$ cat config.mk
export PLATFORM = sky130hd
export DESIGN_NAME = tcp_option_parser
export DESIGN_NICKNAME = d
export VERILOG_FILES = /design/src/rtl/topt_pkg.sv /design/src/rtl/topt_walker.sv /design/src/rtl/tcp_option_parser.sv
export VERILOG_INCLUDE_DIRS = /design/src /design/src/rtl
export SDC_FILE = /design/constraint.sdc
export NUM_CORES = 1
export LEC_CHECK = 0
export BUFFER_PORTS_ARGS = -buffer_cell sky130_fd_sc_hd__buf_4
export CORE_ASPECT_RATIO = 1.25
export CORE_MARGIN = 3
export CORE_UTILIZATION = 45
export CTS_BUF_LIST = sky130_fd_sc_hd__clkbuf_16
export CTS_CLUSTER_SIZE = 28
export DETAILED_ROUTE_END_ITERATION = 16
export PLACE_DENSITY = 0.71
export SLEW_MARGIN = 10
export SYNTH_ARGS = -nofsm -noshare
export SYNTH_HDL_FRONTEND = slang
export SYNTH_SLANG_ARGS = --single-unit
$ cat constraint.sdc
create_clock -name aclk -period 5.2 [get_ports aclk]
set_clock_uncertainty 0.1 [all_clocks]
set_input_delay 1.04 -clock aclk [delete_from_list [all_inputs] [get_ports aclk]]
set_output_delay 1.04 -clock aclk [all_outputs]
set_load 0.01 [all_outputs]
$ cat src/rtl/tcp_option_parser_defines.svh
// assertion macros for the tcp option parser
// expects aclk and aresetn in the scope of each use
`ifndef TCP_OPTION_PARSER_DEFINES_SVH
`define TCP_OPTION_PARSER_DEFINES_SVH

// same-cycle implication, quiet during reset
`define TOPT_ASSERT_NOW(name, ante, cons, msg) \
    name: assert property (@(posedge aclk) disable iff (!aresetn) (ante) |-> (cons)) \
        else $error(msg);

// next-cycle implication, quiet during reset
`define TOPT_ASSERT_NEXT(name, ante, cons, msg) \
    name: assert property (@(posedge aclk) disable iff (!aresetn) (ante) |=> (cons)) \
        else $error(msg);

`endif

$ cat src/rtl/topt_pkg.sv
// shared types and constants for the tcp option parser
// no dependencies
package topt_pkg;

    localparam int MAX_OPTION_BYTES_DEF = 40;

    localparam int POS_W = 6;   // byte position, saturates at all ones
    localparam int END_W = 7;   // option start/end positions, saturate at all ones

    // option kinds
    localparam logic [7:0] KIND_EOL    = 8'd0;
    localparam logic [7:0] KIND_NOP    = 8'd1;
    localparam logic [7:0] KIND_MSS    = 8'd2;
    localparam logic [7:0] KIND_WSCALE = 8'd3;
    localparam logic [7:0] KIND_TSTAMP = 8'd8;

    // required option lengths
    localparam logic [7:0] LEN_MIN    = 8'd2;
    localparam logic [7:0] LEN_MSS    = 8'd4;
    localparam logic [7:0] LEN_WSCALE = 8'd3;
    localparam logic [7:0] LEN_TSTAMP = 8'd10;

    localparam logic [7:0] SCALE_MAX  = 8'd14;
    localparam logic [END_W-1:0] ECHO_BYTES = 7'd4;

    // found flag bits
    localparam int FLAG_MSS    = 0;
    localparam int FLAG_WSCALE = 1;
    localparam int FLAG_TSTAMP = 2;

    typedef struct packed {
        logic [7:0] opt_byte;
        logic       last_byte;
    } topt_in_t;

    typedef struct packed {
        logic        mss_found;
        logic [15:0] mss_value;
        logic        scale_found;
        logic [14:0] scale_factor;
        logic        stamp_found;
        logic [31:0] stamp_value;
    } topt_out_t;

endpackage

$ cat src/rtl/topt_walker.sv
// option list walker: per-byte state update and result formatting
// depends on topt_pkg
module topt_walker #(
    parameter int MAX_OPTION_BYTES = topt_pkg::MAX_OPTION_BYTES_DEF
) (
    input  logic                aclk,
    input  logic                aresetn,
    input  logic                step,
    input  topt_pkg::topt_in_t  item,
    output topt_pkg::topt_out_t result
);
    import topt_pkg::*;

    typedef enum logic [1:0] {
        PH_KIND,
        PH_LEN,
        PH_BODY
    } phase_t;

    logic [POS_W-1:0] byte_count_reg, byte_count_next;
    logic [END_W-1:0] next_start_reg, next_start_next;
    phase_t           phase_reg, phase_next;
    logic [7:0]       kind_reg, kind_next;
    logic             stopped_reg, stopped_next;
    logic [2:0]       found_reg, found_next;
    logic [END_W-1:0] pend_end_reg, pend_end_next;
    logic [15:0]      mss_reg, mss_next;
    logic [3:0]       scale_reg, scale_next;
    logic [31:0]      stamp_reg, stamp_next;

    // state after walking the current byte, before the end-of-segment clear
    logic [END_W-1:0] w_next_start;
    phase_t           w_phase;
    logic [7:0]       w_kind;
    logic             w_stopped;
    logic [2:0]       w_found;
    logic [END_W-1:0] w_pend_end;
    logic [15:0]      w_mss;
    logic [3:0]       w_scale;
    logic [31:0]      w_stamp;

    logic [END_W-1:0] pos;
    logic [END_W-1:0] pos_plus1;
    logic [8:0]       opt_end;
    logic [END_W-1:0] opt_end_sat;
    logic [END_W-1:0] remain;
    logic             capture;
    logic [7:0]       b;

    always_comb begin
        b           = item.opt_byte;
        pos         = {1'b0, byte_count_reg};
        pos_plus1   = pos + 7'd1;
        opt_end     = 9'(byte_count_reg) + 9'(b) - 9'd1;
        opt_end_sat = (opt_end > 9'd127) ? 7'd127 : opt_end[END_W-1:0];
        remain      = pend_end_reg - pos;
        capture     = (pend_end_reg != '0) && (pos < pend_end_reg);

        w_next_start = next_start_reg;
        w_phase      = phase_reg;
        w_kind       = kind_reg;
        w_stopped    = stopped_reg;
        w_found      = found_reg;
        w_pend_end   = pend_end_reg;
        w_mss        = mss_reg;
        w_scale      = scale_reg;
        w_stamp      = stamp_reg;

        if (byte_count_reg < POS_W'(MAX_OPTION_BYTES) && !stopped_reg) begin
            case (phase_reg)
                PH_KIND: begin
                    if (b == KIND_EOL) begin
                        w_stopped = 1'b1;
                    end else if (b == KIND_NOP) begin
                        w_next_start = pos_plus1;
                    end else begin
                        w_kind  = b;
                        w_phase = PH_LEN;
                    end
                end
                PH_LEN: begin
                    if (b < LEN_MIN) begin
                        w_stopped = 1'b1;
                    end else begin
                        w_next_start = opt_end_sat;
                        w_pend_end   = '0;
                        if ((kind_reg == KIND_MSS && b == LEN_MSS && !found_reg[FLAG_MSS]) ||
                            (kind_reg == KIND_WSCALE && b == LEN_WSCALE &&
                             !found_reg[FLAG_WSCALE]) ||
                            (kind_reg == KIND_TSTAMP && b == LEN_TSTAMP &&
                             !found_reg[FLAG_TSTAMP])) begin
                            w_pend_end = opt_end[END_W-1:0];
                        end
                        w_phase = (pos_plus1 >= opt_end_sat) ? PH_KIND : PH_BODY;
                    end
                end
                PH_BODY: begin
                    if (capture) begin
                        if (kind_reg == KIND_MSS) begin
                            w_mss = {mss_reg[7:0], b};
                            if (remain == 7'd1) w_found[FLAG_MSS] = 1'b1;
                        end else if (kind_reg == KIND_WSCALE) begin
                            w_scale = (b > SCALE_MAX) ? SCALE_MAX[3:0] : b[3:0];
                            if (remain == 7'd1) w_found[FLAG_WSCALE] = 1'b1;
                        end else begin
                            // timestamp value only, echo bytes dropped
                            if (remain > ECHO_BYTES) w_stamp = {stamp_reg[23:0], b};
                            if (remain == 7'd1) w_found[FLAG_TSTAMP] = 1'b1;
                        end
                        if (remain == 7'd1) w_pend_end = '0;
                    end
                    if (pos_plus1 >= next_start_reg) w_phase = PH_KIND;
                end
                default: begin
                    w_phase = PH_KIND;
                end
            endcase
        end

        result.mss_found    = w_found[FLAG_MSS];
        result.mss_value    = w_found[FLAG_MSS] ? w_mss : 16'd0;
        result.scale_found  = w_found[FLAG_WSCALE];
        result.scale_factor = w_found[FLAG_WSCALE] ? (15'd1 << w_scale) : 15'd1;
        result.stamp_found  = w_found[FLAG_TSTAMP];
        result.stamp_value  = w_found[FLAG_TSTAMP] ? w_stamp : 32'd0;

        byte_count_next = byte_count_reg;
        next_start_next = next_start_reg;
        phase_next      = phase_reg;
        kind_next       = kind_reg;
        stopped_next    = stopped_reg;
        found_next      = found_reg;
        pend_end_next   = pend_end_reg;
        mss_next        = mss_reg;
        scale_next      = scale_reg;
        stamp_next      = stamp_reg;

        if (step) begin
            if (item.last_byte) begin
                byte_count_next = '0;
                next_start_next = '0;
                phase_next      = PH_KIND;
                kind_next       = '0;
                stopped_next    = 1'b0;
                found_next      = '0;
                pend_end_next   = '0;
                mss_next        = '0;
                scale_next      = '0;
                stamp_next      = '0;
            end else begin
                byte_count_next = (byte_count_reg == '1) ? byte_count_reg
                                                         : byte_count_reg + 6'd1;
                next_start_next = w_next_start;
                phase_next      = w_phase;
                kind_next       = w_kind;
                stopped_next    = w_stopped;
                found_next      = w_found;
                pend_end_next   = w_pend_end;
                mss_next        = w_mss;
                scale_next      = w_scale;
                stamp_next      = w_stamp;
            end
        end
    end

    always_ff @(posedge aclk) begin
        if (!aresetn) begin
            byte_count_reg <= '0;
            next_start_reg <= '0;
            phase_reg      <= PH_KIND;
            kind_reg       <= '0;
            stopped_reg    <= 1'b0;
            found_reg      <= '0;
            pend_end_reg   <= '0;
            mss_reg        <= '0;
            scale_reg      <= '0;
            stamp_reg      <= '0;
        end else begin
            byte_count_reg <= byte_count_next;
            next_start_reg <= next_start_next;
            phase_reg      <= phase_next;
            kind_reg       <= kind_next;
            stopped_reg    <= stopped_next;
            found_reg      <= found_next;
            pend_end_reg   <= pend_end_next;
            mss_reg        <= mss_next;
            scale_reg      <= scale_next;
            stamp_reg      <= stamp_next;
        end
    end

endmodule

$ cat src/rtl/tcp_option_parser.sv
// a byte transfer lands in the input register and is walked from there; a last byte's segment
// result is loaded into the result register when that byte is walked
// throughput: one option byte per cycle through the combinational walker state update; a last
// byte waits only while the result register is full and the result side is stalled
// reset: synchronous active-low aresetn clears both pipeline valids and the walker state
// the walker also clears itself after each last byte, ready for the next segment
// top level: input register, option walker, result register with valid/ready channels
// depends on topt_pkg, topt_walker and tcp_option_parser_defines.svh
module tcp_option_parser #(
    parameter int MAX_OPTION_BYTES = topt_pkg::MAX_OPTION_BYTES_DEF
) (
    input  logic                aclk,
    input  logic                aresetn,
    input  logic                s_valid,
    output logic                s_ready,
    input  topt_pkg::topt_in_t  s_item,
    output logic                m_valid,
    input  logic                m_ready,
    output topt_pkg::topt_out_t m_item
);
    import topt_pkg::*;

    `include "tcp_option_parser_defines.svh"

    // input stage
    logic       in_valid_reg;
    topt_in_t   in_item_reg;

    // result stage
    logic       out_valid_reg;
    topt_out_t  out_item_reg;

    // walker handshake
    logic       step;
    logic       step_last;
    topt_out_t  walk_result;

    // a held byte is walked now unless it closes a segment whose result
    // cannot land because the result register is full and not draining
    assign step      = in_valid_reg &&
                       (!in_item_reg.last_byte || !out_valid_reg || m_ready);
    assign step_last = step && in_item_reg.last_byte;

    // input register frees up whenever its byte is walked
    assign s_ready = !in_valid_reg || step;

    assign m_valid = out_valid_reg;
    assign m_item  = out_item_reg;

    topt_walker #(
        .MAX_OPTION_BYTES(MAX_OPTION_BYTES)
    ) u_walker (
        .aclk    (aclk),
        .aresetn (aresetn),
        .step    (step),
        .item    (in_item_reg),
        .result  (walk_result)
    );

    // control flags
    always_ff @(posedge aclk) begin
        if (!aresetn) begin
            in_valid_reg  <= 1'b0;
            out_valid_reg <= 1'b0;
        end else begin
            if (s_ready) begin
                in_valid_reg <= s_valid;
            end
            if (step_last) begin
                out_valid_reg <= 1'b1;
            end else if (m_ready) begin
                out_valid_reg <= 1'b0;
            end
        end
    end

    // payload registers, no reset
    always_ff @(posedge aclk) begin
        if (s_ready && s_valid) begin
            in_item_reg <= s_item;
        end
        if (step_last) begin
            out_item_reg <= walk_result;
        end
    end

    // a segment end stuck behind a full, stalled result must block new transfers
    `TOPT_ASSERT_NOW(a_last_blocks, in_valid_reg && in_item_reg.last_byte && out_valid_reg && !m_ready, !s_ready, "last byte walked over a stalled result")
    // a walked last byte always produces a result next cycle
    `TOPT_ASSERT_NEXT(a_last_gives_result, step_last, out_valid_reg, "segment end produced no result")
    // window multiplier is always a single power of two
    `TOPT_ASSERT_NOW(a_scale_onehot, out_valid_reg, $onehot(out_item_reg.scale_factor), "scale factor not a power of two")
    // absent mss and timestamp options report zero values
    `TOPT_ASSERT_NOW(a_absent_zero, out_valid_reg && (!out_item_reg.mss_found || !out_item_reg.stamp_found), (out_item_reg.mss_found || out_item_reg.mss_value == 16'd0) && (out_item_reg.stamp_found || out_item_reg.stamp_value == 32'd0), "missing option with nonzero value")

endmodule

Word level (Yosys, flattened, before mapping)
Index checks and enable logic that the tools add are counted.

Flip-flop bits (word level): 163. Input port bits: 13. Output and inout port bits: 68. Logic and storage cells: 160.

Add/subtract/negate cells: 5. Magnitude comparators: 8. Equality and inequality tests: 23. Shifts and indexed selects: 1. Multiplexer cells: 66. Reduce and logical (&&, ||, !) cells: 37.

Operators with widths (number): 2-to-1 mux 32 bit (7); 2-to-1 mux 7 bit (12); 2-to-1 mux 16 bit (5); 2-to-1 mux 8 bit (5); 2-to-1 mux 4 bit (7); case mux 7 bit (2 select lines) (2); == test 8 x 2 -> 1 bit, second input constant (3); inequality test 3 x 2 -> 1 bit, second input constant (6); AND reduction 6 bit (3); == test 8 x 4 -> 1 bit, second input constant (2); 2-to-1 mux 2 bit (8); left shift 1 x 4 -> 15 bit, first input constant (1); greater-or-equal comparator 7 bit (2); 2-to-1 mux 1 bit (12); 2-to-1 mux 3 bit (4); 2-to-1 mux 6 bit (2); logical AND 1 bit (11); AND reduction 5 bit (2); adder 6 x 8 -> 9 bit (1); > comparator 9 x 7 -> 1 bit, second input constant (1); inequality test 3 bit, second input constant (3); subtractor 9 x 1 -> 9 bit, second input constant (1); == test 8 x 1 -> 1 bit, second input constant (1); == test 8 x 3 -> 1 bit, second input constant (1); 23 further kinds (38).

Depth between registers and ports, before layout
Gate-level depths: netlist of run 1.

Word-level depth: 10. Gate-level depth with buffers: 19. Mapped depth without buffers: 17.

Cells and area by module
From an unflattened synthesis of run 1, not the netlist that was laid out.

Cell total of the unflattened synthesis: 970. Area, all modules: 8978.6 µm².

By module, submodules not included: topt_walker (instances 1, cells an instance 883, area an instance 6608.8 µm², seq. area each 1721.7 µm²); tcp_option_parser (instances 1, cells an instance 87, area an instance 2369.8 µm², seq. area each 2292.2 µm²).

Worst setup path after synthesis of run 1
Ideal clock, no wire load.

Kind: register to register. Start: reg in_item_reg[2] in the netlist's numbering. End: reg u_walker.phase_reg[1]. Setup time: 0.074 ns. Arrival: 4.233 ns. Required time: 5.026 ns. Slack: 0.793 ns. Stages on the path, launching flop included: 20. Path buffers: 2. Period minus slack after synthesis: 4.407 ns. Cell sequence: edfxtp_1 clkbuf_1 inv_1 ha_1 inv_1 ha_1 fa_1 a211oi_1 nor2_1 o21a_1 or3b_1 a41o_1 buf_2 nor2_1 ha_1 a21o_1 a21o_1 a2111oi_0 o2111ai_1 o21ai_0.

Longest elaborated chain between the ends: 10. Elaborated cells between the ends (all ways): 17. Classes of those cells: 2 x add/sub; 3 x order compare; 4 x eq/ne; 6 x mux; 2 x reduce/logical.

RTL lines: start: declaration (RTL line tcp_option_parser.sv:27) `topt_in_t in_item_reg;`; start signal: assignment (RTL line tcp_option_parser.sv:80) `in_item_reg <= s_item;`; adder 6 x 8 -> 9 bit (RTL line topt_walker.sv:54) `opt_end = 9'(byte_count_reg) + 9'(b) - 9'd1;`; subtractor 9 x 1 -> 9 bit (RTL line topt_walker.sv:54); > comparator 9 x 7 -> 1 bit (RTL line topt_walker.sv:55) `opt_end_sat = (opt_end > 9'd127) ? 7'd127 : opt_end[END_W-1:0];`; 2-to-1 mux 7 bit (RTL line topt_walker.sv:55); greater-or-equal comparator 7 bit (RTL line topt_walker.sv:94) `w_phase = (pos_plus1 >= opt_end_sat) ? PH_KIND : PH_BODY;`; 2-to-1 mux 2 bit (RTL line topt_walker.sv:94); 2-to-1 mux 2 bit (RTL line topt_walker.sv:82) `if (b < LEN_MIN) begin`; case mux 2 bit (3 select lines) (RTL line topt_walker.sv:70) `case (phase_reg)`; 2-to-1 mux 2 bit (RTL line topt_walker.sv:69) `if (byte_count_reg < POS_W'(MAX_OPTION_BYTES) && !stopped_reg) begin`; 2-to-1 mux 2 bit (RTL line topt_walker.sv:139) `if (item.last_byte) begin`; end signal: assignment (RTL line topt_walker.sv:181) `phase_reg <= phase_next;`; end: declaration (RTL line topt_walker.sv:22) `phase_t phase_reg, phase_next;`.

Several ways; a longest one is shown, not always the timed one. The select of a mux whose other input is x is not followed. A chain may end at the register's enable or synchronous reset.

Worst setup path in the final report of run 1
Start: reg in_item_reg[1] in the netlist's numbering. End: reg u_walker.phase_reg[1].

The elaborated chain is that of the path after synthesis.

==> impl_metrics.toml, run 1 <==
[synth]
postSynthRegisterBits = 163
synth_top_area_cell = "edfxtp_1"
synth-edff-count = 75
syn_nets = 800
synthMuxAreaShare_pct = 7.10
synth_top_area_share_pct = 28.0
syn-cell-area_um2 = 8030
synthAdderAreaFrac_pct = 5.95
postSynthAreaPerCell_um2 = 10.7
ys_top_cells_by_count = "dfxtp_1 (88), nor2_1 (86), edfxtp_1 (75)"
yosys.area_share.xor_xnor_pct = 0.981
seq_area_frac_synth_pct = 50.0
synthSimpleGateAreaFrac_pct = 14.8
synth.top_cells.by_area = "edfxtp_1 (28%), dfxtp_1 (22%), mux2i_1 (7.1%)"
synthCells = 750
synth_top_family_by_area = "compound AO/OA/AOI/OAI gates"
ys_types = 68
synthArstFlopShare_pct = 0
synth_compound_area_share_pct = 16.5
synthFlopType = "dfxtp_1"
yosysMostFrequentCell = "dfxtp_1"
yosysWarnings = 0

[route]
drtIter0Drc = 472
wl_per_cell_um = 17.5
drc = 0
dr.pass1.iters = 5
drt_wl_total_mm = 18.5
route.vias.total = 5971
routed_via_density = 5.65
ant_nets = 0

[sta]
relSlewSlack_pct = 22.3
tightest_slew_ps = 1170
finalCriticalPeriod_ps = 4490
fin_crit_sh_pct = 86.3
max_freq_mhz = 223
rsz0062_at_grt = "false"
setup_ws_ps = 712
finalHoldViolCount = 0
finalSetupViolCount = 0
tns_ps = 0
maxSlewViolCount = 0

[finish]
largest_register_ffs = 66
fin_nets = 869
nFillCells = 1539
drive_gt1_share_pct = 16.1
final_util_pct = 53.6
fin_cells = 1056
areaGrowthSynthToFinish_pct = 16.8
diodes = 0

[global_routing]
grt_max_degree = 43
grt.overflow.total = 0
antenna_found_initial = 0
grt_usage_pct = 19.1
grt_pass1_vias = 5711
grt_pass1_wl_mm = 29.6

[status]
status = "finished, final reports clean"

[clocking]
clk_pin_slew_ps = 70
htreeDepth = 4
cts_resized = 0
cts_setup_buffers = 0
clk_latency_ps = 430
holdBufCountCts = 0
cts_tree = "built"
cts_buffers = 17
ctsLongestPathBuffers = 2
root_buffer = "clkbuf_16"
cts_num_sinks = 163

[job]
drv_cap = 0

[floorplan]
coreArea_um2 = 17500
num_rows = 54
start_util_pct = 45.9
die_y_um = 155
die-area_um2 = 19500
ios = 81
die_x_um = 126

[critical_path]
reg2reg_slack_ps = 710
reg2reg_depth = 17
endpoint_kind = "flip-flop"
crit_fanout = 14
rr_endpoint = "u_walker.phase_reg[1]$_SDFFE_PN0P_"
cp-start-kind = "flip-flop"
worst-setup-path-type = "reg2reg"
worstPathArrival_ps = 4740
cp.required_ps = 5460
reg2reg_from = "in_item_reg[1]$_DFFE_PP_"

[hold_path]
holdPathStages = 1
whs_endpoint = "u_walker.next_start_reg[2]$_SDFFE_PN0P_"
min_path_type = "reg2reg"
hold_start = "u_walker.next_start_reg[2]$_SDFFE_PN0P_"

[power]
ir_worst_vdd_mv = 0.224
p_leak_uw = 0.00357
power.density_nw_per_um2 = 303

[placed_design]
placed_cells = 1024
hpwl_mm = 13.2
routabilityCongestion = 0.882
preCtsSetupSlack_ps = 765
io_buffers = 80
-- metrics by stage --
step / total power [uW] / instance area [um2] / hold WS, ps
6_report: 2850 / 9390 / 365
5_1_grt: 2950 / 9390 / 385
4_1_cts: 2870 / 9390 / 371
3_5_place_dp: 1580 / 8780 / 355
3_3_place_gp: 1580 / 8780 / 349
2_1_floorplan: 1520 / 8030 / 342
-- cells in the final DEF (no fill, tap or decap), types with 13 or more instances in the layout --
| cell | count |
|---|---|
| buf_4 | 90 |
| dfxtp_1 | 88 |
| nor2_1 | 86 |
| edfxtp_1 | 75 |
| mux2i_1 | 57 |
| a22o_1 | 56 |
| inv_1 | 42 |
| nand2_1 | 40 |
| ha_1 | 35 |
| o21ai_0 | 32 |
| nor2b_1 | 20 |
| clkbuf_16 | 17 |
| a21oi_1 | 13 |
| nand2b_1 | 13 |
-- how the worst max path moves through the flow --
stage / start / to / slack [ps]
detailed placement: in_item_reg[1]$_DFFE_PP_ / u_walker.phase_reg[1]$_SDFFE_PN0P_ / 760
finish: in_item_reg[1]$_DFFE_PP_ / u_walker.phase_reg[1]$_SDFFE_PN0P_ / 710
global placement: in_item_reg[1]$_DFFE_PP_ / u_walker.phase_reg[1]$_SDFFE_PN0P_ / 890
global route: in_item_reg[1]$_DFFE_PP_ / u_walker.phase_reg[1]$_SDFFE_PN0P_ / 400
floorplan: in_item_reg[2]$_DFFE_PP_ / u_walker.phase_reg[1]$_SDFFE_PN0P_ / 790
CTS: in_item_reg[1]$_DFFE_PP_ / u_walker.phase_reg[1]$_SDFFE_PN0P_ / 770
-- cell families (layout without fill, tap and decap cells) --
group           after synthesis  count (layout)
simple gates                231             231
compound gates              172             172
flops                       163             163
buf+inv                      81             163
mux                          57              57
fa+ha+maj                    37              37
xor+xnor                      9               9
-- critical path, cell delays in order (launching register included) --
cell and delay, ps:
edfxtp_1 540, inv_1 230, ha_1 170, inv_1 40, ha_1 210, fa_1 430
a211oi_1 230, nor2_1 120, o21a_1 190, or3b_1 370, a41o_1 370, nor2_1 170
ha_1 260, a21o_1 180, a21o_1 160, a2111oi_0 400, o2111ai_1 150, o21ai_0 100
-- cell type report --
cell class                      instances  area, um2  share of cell area [%]
Clock buffer                           17        425                    4.53
Clock inverter                         15        180                    1.92
Inverter                               41        154                    1.64
Multi-Input combinational cell        506       3660                    39.0
Sequential cell                       163       4010                    42.8
Tap cell                              224        280                    2.99
Timing Repair Buffer                   90        676                    7.20
-- where the power goes --
part / switching (uW) / internal [uW]
sequential: 14.7 / 1350
clock: 530 / 761
combinational: 121 / 69.2
total: 666 / 2180
-- per-layer routing --
| layer | GRT usage [%] | wire length, um |
|---|---|---|
| met1 | 23.0 | 7930 |
| met2 | 32.6 | 9010 |
| met3 | 4.09 | 796 |
| met4 | 9.25 | 723 |
| met5 | 0 | 0 |
Note: power is estimated with default switching activity, not from simulation.
==> run 2, diff against run 1 <==
CORE_UTILIZATION = 28   (was 45)
PLACE_DENSITY = 0.51   (was 0.71)
==> impl_metrics.toml, run 2 (synthesis gave the netlist of run 1 again) <==
[sta]
tightest_slew_ps = 994
relSlewSlack_pct = 33.6
rsz0062_at_grt = "false"
max_freq_mhz = 224
finalSetupViolCount = 0
fin_crit_sh_pct = 86.0
finalCriticalPeriod_ps = 4470
tns_ps = 0
finalHoldViolCount = 0
maxSlewViolCount = 0

[finish]
fin_nets = 872
nFillCells = 2870
largest_register_ffs = 66
final_cell_mix = "buf_4 (93), dfxtp_1 (88), nor2_1 (86)"
diodes = 0
fin_cells = 1185
layout_commonest_cell = "buf_4"
areaGrowthSynthToFinish_pct = 18.9
drive_gt1_share_pct = 16.3

[global_routing]
grt_pass1_wl_mm = 32.3
grt.overflow.total = 0
grt_usage_pct = 13.6
antenna_found_initial = 0
grt_max_degree = 48
grt_pass1_vias = 5829

[route]
route.vias.total = 5870
wl_per_cell_um = 17.3
drc = 0
drtIter0Drc = 294
routed_via_density = 4.95
ant_nets = 0
drt_wl_total_mm = 20.5
dr.pass1.iters = 5

[clocking]
root_buffer = "clkbuf_16"
cts_buffers = 17
cts_resized = 0
holdBufCountCts = 0
cts_setup_buffers = 0
cts_tree = "built"
cts_num_sinks = 163
clk_pin_slew_ps = 70
ctsLongestPathBuffers = 2
htreeDepth = 4
clk_latency_ps = 440

[floorplan]
num_rows = 68
die_x_um = 158
coreArea_um2 = 27900
die_y_um = 195
start_util_pct = 28.8
die-area_um2 = 30800
ios = 81

[status]
status = "finished, final reports clean"

[critical_path]
worstPathArrival_ps = 4740
cp.required_ps = 5470
cp-start-kind = "flip-flop"
worst-setup-path-type = "reg2reg"
crit_fanout = 14
endpoint_kind = "flip-flop"

[hold_path]
min_path_type = "reg2reg"

[placed_design]
routabilityCongestion = 0.841
hpwl_mm = 14.6
placed_cells = 1153
io_buffers = 80

[job]
drv_cap = 0

[power]
ir_worst_vdd_mv = 0.190
power.density_nw_per_um2 = 295
power_uw = 2810
p_leak_uw = 0.00357
[run 2: cell types whose count changed in the layout (fill, tap and decap cells not counted), sizes merged]
cell      change
bufinv        -1
inv           -4
clkbuf        +1
clkinvlp      +1
clkinv        +3
buf           +3
[run 2: layer usage]
layer  global-route usage [%]  vias up  wire [um]
li1                         -     2898          -
met1                     16.5     2836       8880
met2                     23.6      105      10500
met3                     2.48       31        647
met4                     5.59        0        536
met5                        0        -          0
[run 2: final cells by class]
class | instances | area, um2 | area share (%)
Tap cell | 350 | 438 | 4.59
Timing Repair Buffer | 93 | 698 | 7.31
Sequential cell | 163 | 4010 | 42.0
Multi-Input combinational cell | 506 | 3660 | 38.3
Clock buffer | 18 | 450 | 4.72
Inverter | 41 | 154 | 1.61
Clock inverter | 14 | 139 | 1.45
[run 2: report_power, final]
part / switching (uW) / total [uW] / internal (uW)
logic: 128 / 199 / 70.6
registers: 14.1 / 1360 / 1350
clock network: 521 / 1250 / 731
total: 663 / 2810 / 2150
[run 2: final timing paths]
kind | cells after the start | end | slack [ps] | startpoint
hold / removal | 1 | u_walker.next_start_reg[4]$_SDFFE_PN0P_ | 370 | u_walker.next_start_reg[4]$_SDFFE_PN0P_
hold reg to reg | 1 | u_walker.next_start_reg[4]$_SDFFE_PN0P_ | 370 | u_walker.next_start_reg[4]$_SDFFE_PN0P_
setup / recovery | 18 | u_walker.phase_reg[1]$_SDFFE_PN0P_ | 730 | in_item_reg[1]$_DFFE_PP_
setup reg to reg | 18 | u_walker.phase_reg[1]$_SDFFE_PN0P_ | 730 | in_item_reg[1]$_DFFE_PP_
[run 2: worst max-delay path, stage by stage, from the launching register on]
cell,delay (ps)
edfxtp_1,370
buf_4,190
inv_1,150
ha_1,170
inv_1,40
ha_1,210
fa_1,430
a211oi_1,240
nor2_1,120
o21a_1,190
or3b_1,380
a41o_1,390
nor2_1,150
ha_1,260
a21o_1,190
a21o_1,170
a2111oi_0,400
o2111ai_1,160
o21ai_0,90
[run 2: metrics by stage]
step / utilization, % / hold slack (ps) / worst slack [ps] / area, um2
final: 34.2 / 368 / 728 / 9550
after global routing: 34.2 / 388 / 442 / 9550
after CTS: 34.2 / 371 / 771 / 9550
after detailed placement: 32.1 / 354 / 806 / 8960
after global placement: 32.1 / 347 / 878 / 8960
after floorplan: - / 342 / 793 / 8030
==> run 3, diff against run 2 <==
CORE_MARGIN = 1.5   (was 3)
REMOVE_ABC_BUFFERS = 1   (was not set)
SKIP_CTS_REPAIR_TIMING = 1   (was not set)
==> impl_metrics.toml, run 3 (synthesis gave the netlist of run 1 again) <==
[power]
p_sw_uw = 720
p_seq_share_pct = 48.4
ir_worst_vdd_mv = 0.163
p_leak_uw = 0.00356
p_sw_share_pct = 25.5
p_int_uw = 2100
power_uw = 2820
comb_power_share_pct = 6.9
p_clk_share_pct = 44.6
power.density_nw_per_um2 = 296

[route]
route.vias.total = 5867
dr.pass1.iters = 5
drc = 0
ant_nets = 0
drtIter0Drc = 314
routed_via_density = 4.94
wl_per_cell_um = 16.6
drt_wl_total_mm = 19.8

[critical_path]
worstPathArrival_ps = 4780
worst-setup-path-type = "reg2reg"
endpoint_kind = "flip-flop"
cp.required_ps = 5470
crit_fanout = 14
cp-start-kind = "flip-flop"

[sta]
relSlewSlack_pct = 21.9
maxSlewViolCount = 0
finalSetupViolCount = 0
max_freq_mhz = 222
setup_ws_ps = 693
fin_crit_sh_pct = 86.7
finalCriticalPeriod_ps = 4510
tightest_slew_ps = 1170
rsz0062_at_grt = "false"
tns_ps = 0
finalHoldViolCount = 0

[clocking]
ctsLongestPathBuffers = 2
clk_latency_ps = 440
cts_tree = "built"
cts_num_sinks = 163
htreeDepth = 4
cts_buffers = 17
clk_pin_slew_ps = 70
root_buffer = "clkbuf_16"

[finish]
largest_register_ffs = 66
register_area_um2 = 4010
drive_gt1_share_pct = 16.6
diodes = 0
layout_commonest_cell = "buf_4"
final_area_um2 = 9550
fin_nets = 870
final_cell_mix = "buf_4 (91), dfxtp_1 (88), nor2_1 (86)"
multi_input_area_um2 = 3660
nFillCells = 2898
fin_cells = 1188
areaGrowthSynthToFinish_pct = 18.8

[placed_design]
placed_area_um2 = 8950
placed_cells = 1156
hpwl_mm = 14.0
preCtsSetupSlack_ps = 738
io_buffers = 80
routabilityCongestion = 0.827

[floorplan]
coreArea_um2 = 28300
ios = 81
die_x_um = 155
start_util_pct = 28.4
die-area_um2 = 29700
num_rows = 69
die_y_um = 192

[job]
drv_cap = 0

[status]
status = "finished, final reports clean"

[global_routing]
grt_pass1_vias = 5583
grt_max_degree = 49
grt.overflow.total = 0
grt_usage_pct = 13.8
antenna_found_initial = 0
grt_pass1_wl_mm = 31.4

[hold_path]
min_path_type = "reg2reg"
[run 3: cell count changes in the layout (fill, tap and decap cells not counted)]
cell / previous run / this run
clkinv_4: 5 / 3
clkinv_1: 2 / 0
buf_4: 93 / 91
clkinv_8: 0 / 2
bufinv_16: 2 / 1
clkbuf_16: 18 / 17
inv_6: 0 / 3
inv_1: 43 / 41
inv_8: 0 / 3
[run 3: final timing paths]
path                                                              start                                      end  slack (ps)  cells past startpoint
worst max-delay path                           in_item_reg[3]$_DFFE_PP_       u_walker.phase_reg[1]$_SDFFE_PN0P_         690                     16
worst min-delay path            u_walker.next_start_reg[2]$_SDFFE_PN0P_  u_walker.next_start_reg[2]$_SDFFE_PN0P_         370                      1
worst max register to register                 in_item_reg[3]$_DFFE_PP_       u_walker.phase_reg[1]$_SDFFE_PN0P_         690                     16
worst min register to register  u_walker.next_start_reg[2]$_SDFFE_PN0P_  u_walker.next_start_reg[2]$_SDFFE_PN0P_         370                      1
[run 3: cell type report]
type                       count  share of cell area (%)
tap                          355                    4.65
timing repair buffer          91                    7.16
multi-input combinational    506                    38.3
inverter                      41                    1.61
clock inverter                15                    1.77
clock buffer                  17                    4.46
sequential                   163                    42.1
[run 3: critical path, cell delays in order, from the launching register on]
cell and delay [ps]:
edfxtp_1 630, inv_1 170, ha_1 310, inv_1 60, fa_1 480, a211oi_1 230, nor2_1 120, o21a_1 190
or3b_1 360, a41o_1 390, nor2_1 150, ha_1 260, a21o_1 180, a21o_1 160, a2111oi_0 390, o2111ai_1 160
o21ai_0 100
[run 3: routing by layer]
layer  vias up  share of wire, %  wire length (um)  GRT usage [%]
li1       2902                 -                 -              -
met1      2816                46              9090           17.4
met2       124                49              9660           23.0
met3        25               3.0               600           2.83
met4         0               2.2               429           5.66
met5         -                 0                 0              0
[run 3: power groups by stage]
stage          sequential [uW]  clock [uW]  combinational, uW
2_1_floorplan             1400           0                117
3_3_place_gp              1400           0                195
3_5_place_dp              1400           0                196
4_1_cts                   1370        1290                197
5_1_grt                   1370        1350                215
6_report                  1370        1260                195
[run 3: per-stage QoR]
| step | hold WS, ps | utilization, % |
|---|---|---|
| 2_1_floorplan | 342 | - |
| 3_3_place_gp | 349 | 31.6 |
| 3_5_place_dp | 357 | 31.6 |
| 4_1_cts | 374 | 33.7 |
| 5_1_grt | 390 | 33.7 |
| 6_report | 370 | 33.7 |
